**src/hdl/hfd_pkg.sv**
```systemverilog
// shared types and constants of the http/2 frame deframer
`default_nettype none
package hfd_pkg;

	localparam int DATA_W      = 8;
	localparam int LEN_W       = 24;
	localparam int STREAM_W    = 31;
	localparam int CFG_IDX_W   = 2;
	localparam int CFG_DATA_W  = 24;
	localparam int QUEUE_DEPTH = 4;

	// configuration register indexes
	localparam logic [CFG_IDX_W-1:0] REG_PREFACE_REQ = 2'd0;
	localparam logic [CFG_IDX_W-1:0] REG_MAX_FRAME   = 2'd1;

	typedef enum logic [2:0] {
		ST_CONTINUE    = 3'd0,
		ST_READY       = 3'd1,
		ST_PREFACE_BAD = 3'd2,
		ST_BAD_FRAME   = 3'd3,
		ST_FRAME_SIZE  = 3'd4
	} status_t;

	typedef enum logic [1:0] {
		STG_PREFACE = 2'd0,
		STG_HEADER  = 2'd1,
		STG_PAYLOAD = 2'd2
	} stage_t;

	typedef struct packed {
		status_t               status;
		logic                  payload_valid;
		logic [DATA_W-1:0]     payload_byte;
		logic [LEN_W-1:0]      payload_offset;
		logic [LEN_W-1:0]      frame_length;
		logic [DATA_W-1:0]     frame_type;
		logic [DATA_W-1:0]     frame_flags;
		logic [STREAM_W-1:0]   frame_stream;
	} result_t;

endpackage
`default_nettype wire

```
**src/hdl/hfd_front.sv**
```systemverilog
// front end: preface check, header gathering and checks, payload tagging
`default_nettype none
module hfd_front (
	input  wire logic                             clk,
	input  wire logic                             arst_n,
	input  wire logic                             in_fire,
	input  wire logic [hfd_pkg::DATA_W-1:0]       data_byte,
	input  wire logic                             cfg_we,
	input  wire logic [hfd_pkg::CFG_IDX_W-1:0]    cfg_idx,
	input  wire logic [hfd_pkg::CFG_DATA_W-1:0]   cfg_wdata,
	output hfd_pkg::result_t                      res
);

	localparam logic [7:0] TYPE_DATA          = 8'd0;
	localparam logic [7:0] TYPE_HEADERS       = 8'd1;
	localparam logic [7:0] TYPE_PRIORITY      = 8'd2;
	localparam logic [7:0] TYPE_RST_STREAM    = 8'd3;
	localparam logic [7:0] TYPE_SETTINGS      = 8'd4;
	localparam logic [7:0] TYPE_PUSH_PROMISE  = 8'd5;
	localparam logic [7:0] TYPE_PING          = 8'd6;
	localparam logic [7:0] TYPE_GOAWAY        = 8'd7;
	localparam logic [7:0] TYPE_WINDOW_UPDATE = 8'd8;
	localparam logic [7:0] TYPE_CONTINUATION  = 8'd9;

	localparam logic [4:0]  PREFACE_LAST = 5'd23;
	localparam logic [3:0]  HDR_LAST     = 4'd8;
	localparam logic [23:0] DEFAULT_MAX  = 24'd16384;

	function automatic logic [7:0] preface_char(input logic [4:0] idx);
		logic [7:0] c;
		case (idx)
			5'd0:  c = 8'h50;
			5'd1:  c = 8'h52;
			5'd2:  c = 8'h49;
			5'd3:  c = 8'h20;
			5'd4:  c = 8'h2a;
			5'd5:  c = 8'h20;
			5'd6:  c = 8'h48;
			5'd7:  c = 8'h54;
			5'd8:  c = 8'h54;
			5'd9:  c = 8'h50;
			5'd10: c = 8'h2f;
			5'd11: c = 8'h32;
			5'd12: c = 8'h2e;
			5'd13: c = 8'h30;
			5'd14: c = 8'h0d;
			5'd15: c = 8'h0a;
			5'd16: c = 8'h0d;
			5'd17: c = 8'h0a;
			5'd18: c = 8'h53;
			5'd19: c = 8'h4d;
			5'd20: c = 8'h0d;
			5'd21: c = 8'h0a;
			5'd22: c = 8'h0d;
			5'd23: c = 8'h0a;
			default: c = 8'h00;
		endcase
		return c;
	endfunction

	// add two residues mod 3
	function automatic logic [1:0] mod3_add(input logic [1:0] a, input logic [1:0] b);
		logic [2:0] s;
		s = {1'b0, a} + {1'b0, b};
		if (s >= 3'd3)
			s = s - 3'd3;
		return s[1:0];
	endfunction

	// byte mod 3: base-4 digits all weigh 1 mod 3
	function automatic logic [1:0] mod3_byte(input logic [7:0] b);
		logic [1:0] acc;
		acc = 2'd0;
		for (int k = 0; k < 4; k++)
			acc = mod3_add(acc, (b[2*k +: 2] == 2'd3) ? 2'd0 : b[2*k +: 2]);
		return acc;
	endfunction

	hfd_pkg::stage_t                  stage_q, stage_d;
	logic [4:0]                       pc_q, pc_d;
	logic [3:0]                       hc_q, hc_d;
	logic [hfd_pkg::LEN_W-1:0]        hlen_q, hlen_d;
	logic [7:0]                       htype_q, htype_d;
	logic [7:0]                       hflags_q, hflags_d;
	logic [hfd_pkg::STREAM_W-1:0]     hstream_q, hstream_d;
	logic [1:0]                       r3_q, r3_d;
	logic [hfd_pkg::LEN_W-1:0]        pcnt_q, pcnt_d;
	logic [hfd_pkg::LEN_W-1:0]        len_q, len_d;
	logic [7:0]                       type_q, type_d;
	logic [7:0]                       flags_q, flags_d;
	logic [hfd_pkg::STREAM_W-1:0]     stream_q, stream_d;
	hfd_pkg::status_t                 err_q, err_d;
	logic                             prereq_q, prereq_d;
	logic [hfd_pkg::LEN_W-1:0]        maxfs_q, maxfs_d;

	logic [hfd_pkg::STREAM_W-1:0]     new_stream;
	logic [hfd_pkg::LEN_W-1:0]        limit;
	logic [hfd_pkg::LEN_W-1:0]        pcnt_inc;
	logic                             conn_type, strm_type, stream_zero;
	hfd_pkg::status_t                 check;

	assign new_stream  = {hstream_q[hfd_pkg::STREAM_W-1:8], data_byte};
	assign limit       = (maxfs_q == '0) ? DEFAULT_MAX : maxfs_q;
	assign pcnt_inc    = pcnt_q + 24'd1;
	assign stream_zero = (new_stream == '0);
	assign conn_type   = (htype_q == TYPE_SETTINGS) || (htype_q == TYPE_PING) ||
	                     (htype_q == TYPE_GOAWAY);
	assign strm_type   = (htype_q == TYPE_DATA) || (htype_q == TYPE_HEADERS) ||
	                     (htype_q == TYPE_PRIORITY) || (htype_q == TYPE_RST_STREAM) ||
	                     (htype_q == TYPE_PUSH_PROMISE) || (htype_q == TYPE_CONTINUATION);

	// header checks on the ninth byte, first failing rule wins
	always_comb begin
		check = hfd_pkg::ST_CONTINUE;
		if (hlen_q > limit) begin
			check = hfd_pkg::ST_FRAME_SIZE;
		end else if (conn_type && !stream_zero) begin
			check = hfd_pkg::ST_BAD_FRAME;
		end else if (strm_type && stream_zero) begin
			check = hfd_pkg::ST_BAD_FRAME;
		end else begin
			case (htype_q)
				TYPE_PING: begin
					if (hlen_q != 24'd8) check = hfd_pkg::ST_FRAME_SIZE;
				end
				TYPE_WINDOW_UPDATE, TYPE_RST_STREAM: begin
					if (hlen_q != 24'd4) check = hfd_pkg::ST_FRAME_SIZE;
				end
				TYPE_PRIORITY: begin
					if (hlen_q != 24'd5) check = hfd_pkg::ST_FRAME_SIZE;
				end
				TYPE_SETTINGS: begin
					// ack must be empty, otherwise a multiple of 6 (even and mod 3 zero)
					if (hflags_q[0] && hlen_q != '0)
						check = hfd_pkg::ST_FRAME_SIZE;
					else if (hlen_q[0] || r3_q != 2'd0)
						check = hfd_pkg::ST_FRAME_SIZE;
				end
				TYPE_GOAWAY: begin
					if (hlen_q < 24'd8) check = hfd_pkg::ST_FRAME_SIZE;
				end
				default: ;
			endcase
		end
	end

	always_comb begin
		stage_d   = stage_q;
		pc_d      = pc_q;
		hc_d      = hc_q;
		hlen_d    = hlen_q;
		htype_d   = htype_q;
		hflags_d  = hflags_q;
		hstream_d = hstream_q;
		r3_d      = r3_q;
		pcnt_d    = pcnt_q;
		len_d     = len_q;
		type_d    = type_q;
		flags_d   = flags_q;
		stream_d  = stream_q;
		err_d     = err_q;
		prereq_d  = prereq_q;
		maxfs_d   = maxfs_q;

		res.status         = hfd_pkg::ST_CONTINUE;
		res.payload_valid  = 1'b0;
		res.payload_byte   = '0;
		res.payload_offset = '0;

		if (cfg_we) begin
			case (cfg_idx)
				hfd_pkg::REG_PREFACE_REQ: begin
					prereq_d  = cfg_wdata[0];
					stage_d   = cfg_wdata[0] ? hfd_pkg::STG_PREFACE : hfd_pkg::STG_HEADER;
					pc_d      = '0;
					hc_d      = '0;
					hlen_d    = '0;
					htype_d   = '0;
					hflags_d  = '0;
					hstream_d = '0;
					r3_d      = '0;
					pcnt_d    = '0;
					len_d     = '0;
					type_d    = '0;
					flags_d   = '0;
					stream_d  = '0;
					err_d     = hfd_pkg::ST_CONTINUE;
				end
				hfd_pkg::REG_MAX_FRAME: begin
					maxfs_d = cfg_wdata[hfd_pkg::LEN_W-1:0];
				end
				default: ;
			endcase
		end else if (in_fire) begin
			if (err_q != hfd_pkg::ST_CONTINUE) begin
				res.status = err_q;
			end else begin
				case (stage_q)
					hfd_pkg::STG_PREFACE: begin
						if (data_byte != preface_char(pc_q)) begin
							err_d      = hfd_pkg::ST_PREFACE_BAD;
							res.status = hfd_pkg::ST_PREFACE_BAD;
						end else begin
							pc_d = pc_q + 5'd1;
							if (pc_q == PREFACE_LAST) begin
								stage_d = hfd_pkg::STG_HEADER;
								hc_d    = '0;
							end
						end
					end
					hfd_pkg::STG_PAYLOAD: begin
						res.payload_valid  = 1'b1;
						res.payload_byte   = data_byte;
						res.payload_offset = pcnt_q;
						pcnt_d             = pcnt_inc;
						if (pcnt_inc >= len_q) begin
							stage_d    = hfd_pkg::STG_HEADER;
							hc_d       = '0;
							res.status = hfd_pkg::ST_READY;
						end
					end
					hfd_pkg::STG_HEADER: begin
						hc_d = hc_q + 4'd1;
						case (hc_q)
							4'd0: begin
								hlen_d[23:16] = data_byte;
								r3_d          = mod3_byte(data_byte);
							end
							4'd1: begin
								hlen_d[15:8] = data_byte;
								r3_d         = mod3_add(r3_q, mod3_byte(data_byte));
							end
							4'd2: begin
								hlen_d[7:0] = data_byte;
								r3_d        = mod3_add(r3_q, mod3_byte(data_byte));
							end
							4'd3: htype_d  = data_byte;
							4'd4: hflags_d = data_byte;
							4'd5: hstream_d[30:24] = data_byte[6:0];
							4'd6: hstream_d[23:16] = data_byte;
							4'd7: hstream_d[15:8]  = data_byte;
							HDR_LAST: begin
								hstream_d[7:0] = data_byte;
								hc_d           = '0;
								len_d          = hlen_q;
								type_d         = htype_q;
								flags_d        = hflags_q;
								stream_d       = new_stream;
								pcnt_d         = '0;
								if (check != hfd_pkg::ST_CONTINUE) begin
									err_d      = check;
									res.status = check;
								end else if (hlen_q == '0) begin
									res.status = hfd_pkg::ST_READY;
								end else begin
									stage_d = hfd_pkg::STG_PAYLOAD;
								end
							end
							default: hc_d = '0;
						endcase
					end
					default: ;
				endcase
			end
		end

		res.frame_length = len_d;
		res.frame_type   = type_d;
		res.frame_flags  = flags_d;
		res.frame_stream = stream_d;
	end

	always_ff @(posedge clk or negedge arst_n) begin
		if (!arst_n) begin
			stage_q   <= hfd_pkg::STG_HEADER;
			pc_q      <= '0;
			hc_q      <= '0;
			hlen_q    <= '0;
			htype_q   <= '0;
			hflags_q  <= '0;
			hstream_q <= '0;
			r3_q      <= '0;
			pcnt_q    <= '0;
			len_q     <= '0;
			type_q    <= '0;
			flags_q   <= '0;
			stream_q  <= '0;
			err_q     <= hfd_pkg::ST_CONTINUE;
			prereq_q  <= 1'b0;
			maxfs_q   <= DEFAULT_MAX;
		end else begin
			stage_q   <= stage_d;
			pc_q      <= pc_d;
			hc_q      <= hc_d;
			hlen_q    <= hlen_d;
			htype_q   <= htype_d;
			hflags_q  <= hflags_d;
			hstream_q <= hstream_d;
			r3_q      <= r3_d;
			pcnt_q    <= pcnt_d;
			len_q     <= len_d;
			type_q    <= type_d;
			flags_q   <= flags_d;
			stream_q  <= stream_d;
			err_q     <= err_d;
			prereq_q  <= prereq_d;
			maxfs_q   <= maxfs_d;
		end
	end

endmodule
`default_nettype wire

```
**src/hdl/hfd_queue.sv**
```systemverilog
// result queue between the parser and the consumer
`default_nettype none
module hfd_queue #(
	parameter int Depth = hfd_pkg::QUEUE_DEPTH
) (
	input  wire logic              clk,
	input  wire logic              arst_n,
	input  wire logic              wr_en,
	input  wire hfd_pkg::result_t  wr_data,
	output logic                   full,
	input  wire logic              rd_en,
	output hfd_pkg::result_t       rd_data,
	output logic                   empty
);

	localparam int PtrW = (Depth > 1) ? $clog2(Depth) : 1;
	localparam int CntW = $clog2(Depth + 1);
	localparam logic [PtrW-1:0] PtrLast = PtrW'(Depth - 1);

	hfd_pkg::result_t mem_q [Depth];
	logic [PtrW-1:0]  wr_ptr_q;
	logic [PtrW-1:0]  rd_ptr_q;
	logic [CntW-1:0]  cnt_q;
	logic             do_wr, do_rd;

	assign full    = (cnt_q == CntW'(Depth));
	assign empty   = (cnt_q == '0);
	assign do_wr   = wr_en && !full;
	assign do_rd   = rd_en && !empty;
	assign rd_data = mem_q[rd_ptr_q];

	always_ff @(posedge clk) begin
		if (do_wr)
			mem_q[wr_ptr_q] <= wr_data;
	end

	always_ff @(posedge clk or negedge arst_n) begin
		if (!arst_n) begin
			wr_ptr_q <= '0;
			rd_ptr_q <= '0;
			cnt_q    <= '0;
		end else begin
			if (do_wr)
				wr_ptr_q <= (wr_ptr_q == PtrLast) ? '0 : wr_ptr_q + PtrW'(1);
			if (do_rd)
				rd_ptr_q <= (rd_ptr_q == PtrLast) ? '0 : rd_ptr_q + PtrW'(1);
			if (do_wr && !do_rd)
				cnt_q <= cnt_q + CntW'(1);
			else if (do_rd && !do_wr)
				cnt_q <= cnt_q - CntW'(1);
		end
	end

endmodule
`default_nettype wire

```
**src/hdl/http2_frame_deframer_core.sv**
```systemverilog
// top level of the http/2 frame deframer: parser front end and result queue
//
// channel   direction  handshake          payload
// input     in         push / full        data_byte
// result    out        empty / pop        status, payload_valid, payload_byte,
//                                         payload_offset, frame_length,
//                                         frame_type, frame_flags, frame_stream
// config    in         cfg_we             cfg_idx, cfg_wdata
//
// one byte per clock while full is low: the parser decides each byte in the cycle it is pushed,
// including the header checks on the ninth header byte, and writes one result
// into the queue; a result can be popped the cycle after its byte is pushed.
// full rises only when QueueDepth results wait unpopped.
// reset leaves the preface check off and the size limit at 16384.
`default_nettype none
module http2_frame_deframer_core #(
	parameter int QueueDepth = hfd_pkg::QUEUE_DEPTH
) (
	input  wire logic                             clk,
	input  wire logic                             arst_n,
	input  wire logic                             push,
	output logic                                  full,
	input  wire logic [hfd_pkg::DATA_W-1:0]       data_byte,
	output logic                                  empty,
	input  wire logic                             pop,
	output logic [2:0]                            status,
	output logic                                  payload_valid,
	output logic [hfd_pkg::DATA_W-1:0]            payload_byte,
	output logic [hfd_pkg::LEN_W-1:0]             payload_offset,
	output logic [hfd_pkg::LEN_W-1:0]             frame_length,
	output logic [hfd_pkg::DATA_W-1:0]            frame_type,
	output logic [hfd_pkg::DATA_W-1:0]            frame_flags,
	output logic [hfd_pkg::STREAM_W-1:0]          frame_stream,
	input  wire logic                             cfg_we,
	input  wire logic [hfd_pkg::CFG_IDX_W-1:0]    cfg_idx,
	input  wire logic [hfd_pkg::CFG_DATA_W-1:0]   cfg_wdata
);

	hfd_pkg::result_t front_res;
	hfd_pkg::result_t head;
	logic             in_fire;

	assign in_fire = push && !full;

	hfd_front u_front (
		.clk       (clk),
		.arst_n    (arst_n),
		.in_fire   (in_fire),
		.data_byte (data_byte),
		.cfg_we    (cfg_we),
		.cfg_idx   (cfg_idx),
		.cfg_wdata (cfg_wdata),
		.res       (front_res)
	);

	hfd_queue #(
		.Depth (QueueDepth)
	) u_queue (
		.clk     (clk),
		.arst_n  (arst_n),
		.wr_en   (in_fire),
		.wr_data (front_res),
		.full    (full),
		.rd_en   (pop),
		.rd_data (head),
		.empty   (empty)
	);

	assign status         = head.status;
	assign payload_valid  = head.payload_valid;
	assign payload_byte   = head.payload_byte;
	assign payload_offset = head.payload_offset;
	assign frame_length   = head.frame_length;
	assign frame_type     = head.frame_type;
	assign frame_flags    = head.frame_flags;
	assign frame_stream   = head.frame_stream;

endmodule
`default_nettype wire

```
**config.mk**
```make
export PLATFORM = sky130hd
export DESIGN_NAME = http2_frame_deframer_core
export DESIGN_NICKNAME = d
export VERILOG_FILES = /design/src/hdl/hfd_pkg.sv /design/src/hdl/hfd_front.sv /design/src/hdl/hfd_queue.sv /design/src/hdl/http2_frame_deframer_core.sv
export SDC_FILE = /design/constraint.sdc
export NUM_CORES = 1
export LEC_CHECK = 0
export BUFFER_PORTS_ARGS = -buffer_cell sky130_fd_sc_hd__buf_2
export CAP_MARGIN = 10
export CORE_MARGIN = 4
export CORE_UTILIZATION = 40
export CTS_CLUSTER_DIAMETER = 50
export DETAILED_ROUTE_END_ITERATION = 10
export PLACE_DENSITY = 0.56
export SETUP_SLACK_MARGIN = 0.5
export SLEW_MARGIN = 10
export SYNTH_ARGS = -nofsm -noshare
export SYNTH_HDL_FRONTEND = slang
export SYNTH_SLANG_ARGS = --single-unit
```
**constraint.sdc**
```tcl
create_clock -name clk -period 11.5 [get_ports clk]
set_clock_uncertainty 0.05 [all_clocks]
set_input_delay 2.3 -clock clk [delete_from_list [all_inputs] [get_ports clk]]
set_output_delay 2.3 -clock clk [all_outputs]
set_load 0.005 [all_outputs]
```
# ---- Word level (Yosys, flattened, before mapping)
# Memory sizes are Yosys's and may differ from the RTL's.
# Cells that the tools add are included.
# W data, S select, Z words.
dict set report totals {
  regBits 205
  romBits 224
  word_cells 379
  n_memories 2
  ram_bits 428
}
dict set report op_classes {
  n_addsub 30
  n_lt_le_gt_ge 15
  reduce_logical 66
  n_eq_ne 43
  muxes 201
}
# name words width read_ports rd_ports_with_merged_regs write_ports line_no
set memory_table {}
lappend memory_table {u_queue.mem_q 4 107 1 0 1 hfd_queue.sv:20} ;# hfd_pkg::result_t mem_q [Depth];
lappend memory_table {{(no name shown)} 32 7 1 0 0 hfd_front.sv:31} ;# case (idx)
# op count
set op_table {}
lappend op_table {{$mux W24} 16}
lappend op_table {{$mux W31} 11}
lappend op_table {{$mux W8} 33}
lappend op_table {{$mux W2} 89}
lappend op_table {{$mux W36} 2}
lappend op_table {{$mux W33} 2}
lappend op_table {{$mux W3} 21}
lappend op_table {{$reduce_and A5 Y1} 11}
lappend op_table {{$logic_not A24 Y1} 2}
lappend op_table {{$ne A24 B3 Y1 const B} 2}
lappend op_table {{$pmux W24 S2} 1}
lappend op_table {{$add A2 B2 Y3} 11}
lappend op_table {{$ge A3 B2 Y1 const B} 11}
lappend op_table {{$eq A8 B3 Y1 const B} 4}
lappend op_table {{$mux W4} 8}
lappend op_table {{$logic_not A31 Y1} 1}
lappend op_table {{$mux W5} 6}
lappend op_table {{$reduce_bool A2 Y1} 13}
lappend op_table {{$add A24 B1 Y24 const B} 1}
lappend op_table {{$ge A24 B24 Y1} 1}
lappend op_table {{$gt A24 B24 Y1} 1}
lappend op_table {{$lt A24 B4 Y1 const B} 1}
lappend op_table {{$ne A24 B4 Y1 const B} 1}
lappend op_table {{$reduce_bool A24 Y1} 1}
lappend op_table {{44 further kinds} 105}

# ---- Logic depth before layout (Yosys ltp)
# Gate-level depths: netlist of the first run.
dict set report logic_depth {
  word_depth 41
  mapped_depth 25
  mapped_depth_nobuf 24
}

# ---- Cells and area by module
# Synthesis of the first run repeated with hierarchy kept, for this count alone.
dict set report unflattened {
  hier_cells 1717
  hier_area_um2 27249.9
}
# module cells_each instances area_per_inst_um2 seq_area_each_um2
set modules_own_cells {}
lappend modules_own_cells {hfd_queue 596 1 15859.0 13027.5}
lappend modules_own_cells {hfd_front 1120 1 11377.2 4957.3}
lappend modules_own_cells {http2_frame_deframer_core 1 1 13.8 0.0}

# ---- Worst setup path before layout of the first run
# Ideal clock, no wire load.
dict set report synth_path {
  kind {in2reg}
  from {in data_byte[2] (netlist bit)}
  to {reg u_front.r3_q[1]}
  required_ns 11.354
  slack_ns 3.386
  stages 25
  arrival_time_ns 7.968
  path_cell_list {clkbuf_1 > nor2b_1 > ha_1 > fa_1 > ha_1 > or3_1 > a21oi_1 > ha_1 > fa_1 > ha_1 > or3_1 > a21oi_1 > ha_1 > fa_1 > ha_1 > or3_1 > a21oi_1 > ha_1 > fa_1 > ha_1 > nor3_1 > o32ai_1 > nor2_1 > a21oi_1 > o31ai_1}
}
dict set report synth_between {
  elab_chain_cells 34
  elab_cells_between_ends 91
  classes_between {add/sub: 22; order compare: 11; eq/ne: 1; mux: 57}
}
# item line_no
set synth_rtl {}
lappend synth_rtl {{start: declaration} http2_frame_deframer_core.sv:23} ;# input wire logic [hfd_pkg::DATA_W-1:0] data_byte,
lappend synth_rtl {{$eq A2 B2 Y1} hfd_front.sv:75} ;# acc = mod3_add(acc, (b[2*k +: 2] == 2'd3) ? 2'd0 : b[2*k +: 2]);
lappend synth_rtl {{$mux W2 (*)} hfd_front.sv:75}
lappend synth_rtl {{$add A2 B2 Y3} hfd_front.sv:64} ;# s = {1'b0, a} + {1'b0, b};
lappend synth_rtl {{$ge A3 B2 Y1 / $sub A2 B2 Y2 (equally long branches)} {hfd_front.sv:65, hfd_front.sv:66}}
lappend synth_rtl {{$mux W2} hfd_front.sv:65} ;# if (s >= 3'd3)
lappend synth_rtl {{$mux W2} hfd_front.sv:224} ;# case (hc_q)
lappend synth_rtl {{$mux W2} hfd_front.sv:198} ;# case (stage_q)
lappend synth_rtl {{$mux W2} hfd_front.sv:195} ;# if (err_q != hfd_pkg::ST_CONTINUE) begin
lappend synth_rtl {{(+18 left out)} n/a}
lappend synth_rtl {{$add A2 B2 Y3} hfd_front.sv:64}
lappend synth_rtl {{$ge A3 B2 Y1 / $sub A2 B2 Y2 (equally long branches)} {hfd_front.sv:65, hfd_front.sv:66}}
lappend synth_rtl {{$mux W2} hfd_front.sv:65}
lappend synth_rtl {{$pmux W2 S3 (*)} hfd_front.sv:224}
lappend synth_rtl {{$mux W2 (*)} hfd_front.sv:198}
lappend synth_rtl {{$mux W2 (*)} hfd_front.sv:195}
lappend synth_rtl {{$mux W2 (*)} hfd_front.sv:194} ;# end else if (in_fire) begin
lappend synth_rtl {{$mux W2 (*)} hfd_front.sv:170} ;# if (cfg_we) begin
lappend synth_rtl {{end signal: assignment} hfd_front.sv:299} ;# r3_q <= r3_d;
lappend synth_rtl {{end: declaration} hfd_front.sv:86} ;# logic [1:0] r3_q, r3_d;
# Mark *: on every way between the ends. The rest lies on a longest branch, timed or not. The select of a mux whose other input is x is not followed.
# A chain may end at the register's enable or synchronous reset.

# ---- Worst setup path in the final report of the first run
# Ends and elaborated chain as after synthesis.

==> results.sh, run 1 <==
export IMPL_status="completed"
export IMPL_max_cap_violations=0
export IMPL_numCtsBuffers=76
export IMPL_dpl_cell_area_um2=29000
export IMPL_nets=2089
export IMPL_synth_cells=1791
export IMPL_seq_area_um2=18000
export IMPL_crit_required_ps=11950
export IMPL_power_density_nw_per_um2=243
export IMPL_io_pins=148
export IMPL_overflow=0
export IMPL_final_common_cell="edfxtp_1"
export IMPL_syn_to_final_growth_pct=15.6
export IMPL_hold_viol_final=0
export IMPL_grt_pass1_vias=16400
export IMPL_setup_viol=0
export IMPL_coreArea_um2=67400
export IMPL_hp_class="reg2reg"
export IMPL_ant_nets=0
export IMPL_leakagePower_nw=12.2
export IMPL_grt_setup_unrepaired="no"
export IMPL_critPathLaunchType="input port"
export IMPL_drt_iter0_drc=1163
export IMPL_cts_tree="done"
export IMPL_worst_slew_pin_slew_ps=991
export IMPL_multi_input_area_um2=8700
export IMPL_grt_max_degree=101
export IMPL_drt_pass1_iter_count=5
export IMPL_vias=15600
export IMPL_cp_end_kind="register"
export IMPL_drc_errors=0
export IMPL_rows=95
export IMPL_slew_headroom=0.337
export IMPL_syn_area_um2=27300
export IMPL_ys_seq_elements=633
export IMPL_drive_gt1_frac=0.250
export IMPL_criticalPathCategory="in2reg"
export IMPL_ir_worst_vdd_mv=0.113
export IMPL_die_w_um=269
export IMPL_dieHeight_um=269
export IMPL_wire_per_inst_um=22.4
export IMPL_start_util=0.404
export IMPL_async_flop_share=0.324
export IMPL_cts_root_buffer="clkbuf_16"
export IMPL_holdBufCountCts=0
export IMPL_portBuffers=147
export IMPL_finalWirelength_um=65100
export IMPL_track_usage=0.181
export IMPL_clk_latency_ps=610
export IMPL_max_clock_path_buffers=3
export IMPL_yosysWarnings=0
export IMPL_fin_setup_tns_ps=0
export IMPL_fin_crit_ps=7910
export IMPL_synth_flop_cell="edfxtp_1"
export IMPL_htree_levels=3
export IMPL_synth_nets=1916
export IMPL_hpwl_um=42100
export IMPL_gp_congestion=0.834
export IMPL_antenna_found_initial=8
export IMPL_path_clk_slew_ps=50
export IMPL_grt_pass1_wl_um=99300
export IMPL_avgSynthCellArea_um2=15.2
export IMPL_final_area_um2=31500
export IMPL_critPathMaxFanout=10
export IMPL_cts_resized=0
export IMPL_cp_arrival_ps=8360
export IMPL_slew_viol_final=0
export IMPL_most_common_layout_cells="edfxtp_1, dfrtp_1, nand2_1"
export IMPL_period_share=0.688
export IMPL_die_area_um2=72400
export IMPL_cts_sinks=633
export IMPL_fmax_ghz=0.126
export IMPL_synth_edff_count=428
export IMPL_nFillCells=5841
export IMPL_vias_per_cell=5.38
export IMPL_seq_area_frac_synth=0.660
export IMPL_cts_setup_buffers=0
export IMPL_yosys_cell_types_count=71
==> kinds of logic after synthesis <==
group | after synthesis | synth area share
buffers and inverters | 157 | 0.0221
adder cells (fa/ha/maj) | 86 | 0.0409
flip-flops | 633 | 0.660
AND/OR/NAND/NOR | 409 | 0.0754
AO/OA/AOI/OAI | 259 | 0.0592
XOR/XNOR | 31 | 0.00996
multiplexers | 216 | 0.133
==> worst max-delay path, stage by stage <==
cell and delay (ps):
buf_2 160, nor2b_1 150, ha_1 190, fa_1 460, ha_1 210, or3_1 370
a21oi_1 180, ha_1 180, fa_1 430, ha_1 210, or3_1 370, a21oi_1 160
ha_1 180, fa_1 430, ha_1 210, or3_1 370, a21oi_1 230, ha_1 220
fa_1 460, ha_1 230, nor3_1 190, o32ai_1 110, nor2_1 90, a21oi_1 60
o31ai_1 210
==> power by group <==
group          total, mW  leakage (nW)  switching, mW  internal [mW]
Clock               2.35          1.21          0.961           1.39
Combinational       2.06          4.24           1.07          0.991
Sequential          3.24          6.79          0.343           2.90
==> metrics by stage <==
step                power [mW]  hold WS (ps)  std cells  setup slack [ps]   util
floorplan                 4.59           407       1791              3390      -
global route              8.10           477       2899              3260  0.468
detailed placement        5.41           448       2759              3000  0.431
finish                    7.66           451       2902              3590  0.468
global placement          5.36           423       2759              3130  0.431
CTS                       7.78           462       2899              3610  0.468
==> sequential cells by signal, summed over array words and instances (netlist names), 3 cells and up <==
register / flops
u_queue.mem_q: 428
u_front.maxfs_q: 24
u_front.flags_q: 8
u_front.hc_q: 4
u_front.err_q: 3
u_front.htype_q: 8
u_front.stream_q: 31
u_front.hflags_q: 8
u_front.type_q: 8
u_front.pc_q: 5
u_queue.cnt_q: 3
u_front.hlen_q: 24
u_front.hstream_q: 23
u_front.len_q: 24
u_front.pcnt_q: 24
==> cell type report <==
cell class                      instances  share of cell area
Timing Repair Buffer                  176              0.0305
Antenna cell                            3            0.000238
Clock buffer                          103              0.0674
Multi-Input combinational cell       1001               0.276
Sequential cell                       633               0.571
Inverter                               76             0.00905
Clock inverter                         37              0.0115
Tap cell                              873              0.0347
==> per-layer routing <==
metal / vias up / global-route usage / wire length, um
met5: - / 0 / 57
met4: 10 / 0.0417 / 937
met3: 75 / 0.0351 / 3150
met2: 309 / 0.298 / 31900
met1: 8051 / 0.250 / 29100
li1: 7168 / - / -
==> synth_stat cells (all sizes together) (6+ instances only) <==
library cell / n / share of area
a21o: 9 / 0.0025
a21oi: 45 / 0.0083
a31oi: 8 / 0.0018
and2: 37 / 0.0085
and3: 17 / 0.0039
buf: 22 / 0.0035
clkbuf: 59 / 0.0081
dfrtp: 203 / 0.19
edfxtp: 428 / 0.47
ha: 81 / 0.037
inv: 76 / 0.010
mux2: 82 / 0.034
mux2i: 26 / 0.0095
mux4: 108 / 0.089
nand2: 152 / 0.021
nand2b: 16 / 0.0037
nand3: 24 / 0.0044
nand4: 12 / 0.0028
nor2: 51 / 0.0070
nor2b: 25 / 0.0057
nor3: 19 / 0.0035
nor4: 24 / 0.0063
o21a: 10 / 0.0028
o21ai: 113 / 0.021
o31ai: 31 / 0.0085
or2: 6 / 0.0014
or3: 11 / 0.0027
xnor2: 15 / 0.0048
xor2: 16 / 0.0051
==> path summary, 6_finish.rpt <==
kind,cells after the start,startpoint,slack [ps],endpoint
min in group asynchronous,1,arst_n,1720,u_front.flags_q[2]
max reg2reg,15,u_front.pcnt_q[2],6600,u_front.hc_q[0]
min,1,u_queue.cnt_q[2],450,u_queue.cnt_q[2]
max,25,data_byte[2],3590,u_front.r3_q[1]
max in group asynchronous,2,arst_n,8170,u_front.pc_q[2]
min reg2reg,1,u_queue.cnt_q[2],450,u_queue.cnt_q[2]
Note: power is estimated with default switching activity, not from simulation.
==> run 2: changes to the inputs <==
--- a/config.mk
+++ b/config.mk
@@ -11,7 +11,7 @@
 export CORE_UTILIZATION = 40
 export CTS_CLUSTER_DIAMETER = 50
 export DETAILED_ROUTE_END_ITERATION = 10
-export PLACE_DENSITY = 0.56
+export PLACE_DENSITY = 0.58
 export SETUP_SLACK_MARGIN = 0.5
 export SLEW_MARGIN = 10
 export SYNTH_ARGS = -nofsm -noshare
==> constraint.sdc (replaced) <==
create_clock -name clk -period 6.9 [get_ports clk]
set_clock_uncertainty 0.05 [all_clocks]
set_input_delay 1.38 -clock clk [delete_from_list [all_inputs] [get_ports clk]]
set_output_delay 1.38 -clock clk [all_outputs]
set_load 0.005 [all_outputs]
==> run 2 against run 1 <==
Net effect:
- total power increased by 70%
- via count increased by 0.94%
- cell area increased by 0.98%
- clock power increased by 67%
- sequential power increased by 66%
- critical endpoint unchanged
- hold slack improved by 0.55 ps
- non-clock buffer count increased by 12
- routed wire length decreased by 1.8%
- final cell count increased by 0.38%
==> results.sh, run 2 (synthesis results as in run 1) <==
export IMPL_status="completed"
export IMPL_use_met1=0.236
export IMPL_reg_top3="u_queue.mem_q x428, u_front.stream_q x31"
export IMPL_top_usage_layer="met2"
export IMPL_die_area_um2=72400
export IMPL_critPathMaxStageDelay_ps=510
export IMPL_grt_util_met3=0.0331
export IMPL_numCtsBuffers=75
export IMPL_criticalPathCategory="in2reg"
export IMPL_overflow=0
export IMPL_hp_class="reg2reg"
export IMPL_hold_viol_final=0
export IMPL_dp_cells=2767
export IMPL_track_usage=0.178
export IMPL_drt_pass1_iter_count=5
export IMPL_period_share=0.943
export IMPL_critPathLaunchType="input port"
export IMPL_grt_pass1_vias=16400
export IMPL_path_clk_slew_ps=60
export IMPL_clk_latency_ps=610
export IMPL_ant_nets=0
export IMPL_dieHeight_um=269
export IMPL_critPathMaxFanout=3
export IMPL_coreArea_um2=67400
export IMPL_power_density_nw_per_um2=408
export IMPL_syn_to_final_growth_pct=16.8
export IMPL_grt_max_degree=133
export IMPL_max_clock_path_buffers=3
export IMPL_holdBufCountCts=0
export IMPL_leakagePower_nw=12.3
export IMPL_grt_util_met2=0.294
export IMPL_nFillCells=5822
export IMPL_rows=95
export IMPL_ir_worst_vdd_mv=0.200
export IMPL_fin_crit_ps=6510
export IMPL_vias=15800
export IMPL_start_util=0.404
export IMPL_grt_pass1_wl_um=98100
export IMPL_wire_per_inst_um=21.9
export IMPL_hpwl_um=42000
export IMPL_antenna_found_initial=4
export IMPL_max_cap_violations=0
export IMPL_cp_end_kind="register"
export IMPL_most_common_layout_cells="edfxtp_1, dfrtp_1, nand2_1"
export IMPL_final_common_cell="edfxtp_1"
export IMPL_fmax_ghz=0.154
export IMPL_htree_levels=3
export IMPL_crit_required_ps=7360
export IMPL_finalWirelength_um=63900
export IMPL_crit_top_cell="ha_2"
export IMPL_fin_hold_ws_ps=451
export IMPL_portBuffers=147
export IMPL_fin_cells=2913
export IMPL_worst_slew_pin_slew_ps=1040
export IMPL_vias_per_cell=5.41
export IMPL_cp_arrival_ps=6970
export IMPL_cts_tree="done"
export IMPL_total_power_mw=13.0
export IMPL_nets=2100
export IMPL_top_register="u_queue.mem_q"
export IMPL_drc_errors=0
export IMPL_cts_sinks=633
export IMPL_crit_path_top_delay_cell="fa_1"
export IMPL_slew_viol_final=0
export IMPL_fin_setup_tns_ps=0
export IMPL_drt_iter0_drc=1053
export IMPL_setup_viol=0
export IMPL_gp_congestion=0.836
export IMPL_slew_headroom=0.301
export IMPL_die_w_um=269
export IMPL_largest_reg_flops=428
export IMPL_drive_gt1_frac=0.264
export IMPL_cts_root_buffer="clkbuf_16"
export IMPL_grt_setup_unrepaired="yes"
export IMPL_io_pins=148
[run 2: timing repair]
item,CTS,global route
setup endpoints to repair,2,2
gates resized for setup,15,7
setup buffers,2,1
pin swaps,7,4
gates cloned,0,0
endpoints found under the hold margin,0,0
[run 2: path summary, 6_finish.rpt]
check                           cells past startpoint  slack [ps]               from           endpoint
worst max-delay path                               25         390       data_byte[2]    u_front.r3_q[1]
worst min-delay path                                1         450   u_queue.cnt_q[2]   u_queue.cnt_q[2]
worst max register to register                     15        2030  u_front.pcnt_q[0]    u_front.hc_q[0]
worst min register to register                      1         450   u_queue.cnt_q[2]   u_queue.cnt_q[2]
max in group asynchronous                           2        4890             arst_n  u_front.pcnt_q[8]
min in group asynchronous                           1         720             arst_n  u_front.type_q[5]
[run 2: critical path, delay by kind of cell]
family,cells,cell delay (ps)
simple gates,6,1340
compound gates,6,770
fa+ha+maj,11,3240
buf+inv,2,240
[run 2: cell type report]
| class | instances | area [um2] | area share |
|---|---|---|---|
| clock inverters | 39 | 434 | 0.0136 |
| clock buffers | 101 | 2070 | 0.0650 |
| multi-input cells | 1001 | 8830 | 0.277 |
| well taps | 873 | 1090 | 0.0343 |
| flip-flops and latches | 633 | 18000 | 0.565 |
| diodes | 2 | 5.00 | 0.000157 |
| inverters | 76 | 285 | 0.00896 |
| repair buffers | 188 | 1120 | 0.0353 |
[run 2: where the power goes]
part | internal (mW) | switching [mW]
sequential | 4.83 | 0.550
clock | 2.37 | 1.56
combinational | 1.80 | 1.86
total | 9.00 | 3.97
[run 2: stage by stage]
stage	setup slack, ps	util	cell area [um2]
floorplan	-23.9	-	27300
detailed placement	-306	0.433	29200
global route	167	0.472	31800
CTS	467	0.471	31800
global placement	-205	0.433	29200
finish	395	0.472	31800
[run 2: metal layers]
metal / vias up / share of wire
li1: 7192 / -
met1: 8091 / 0.43
met2: 374 / 0.49
met3: 100 / 0.051
met4: 2 / 0.030
met5: - / 0.00016
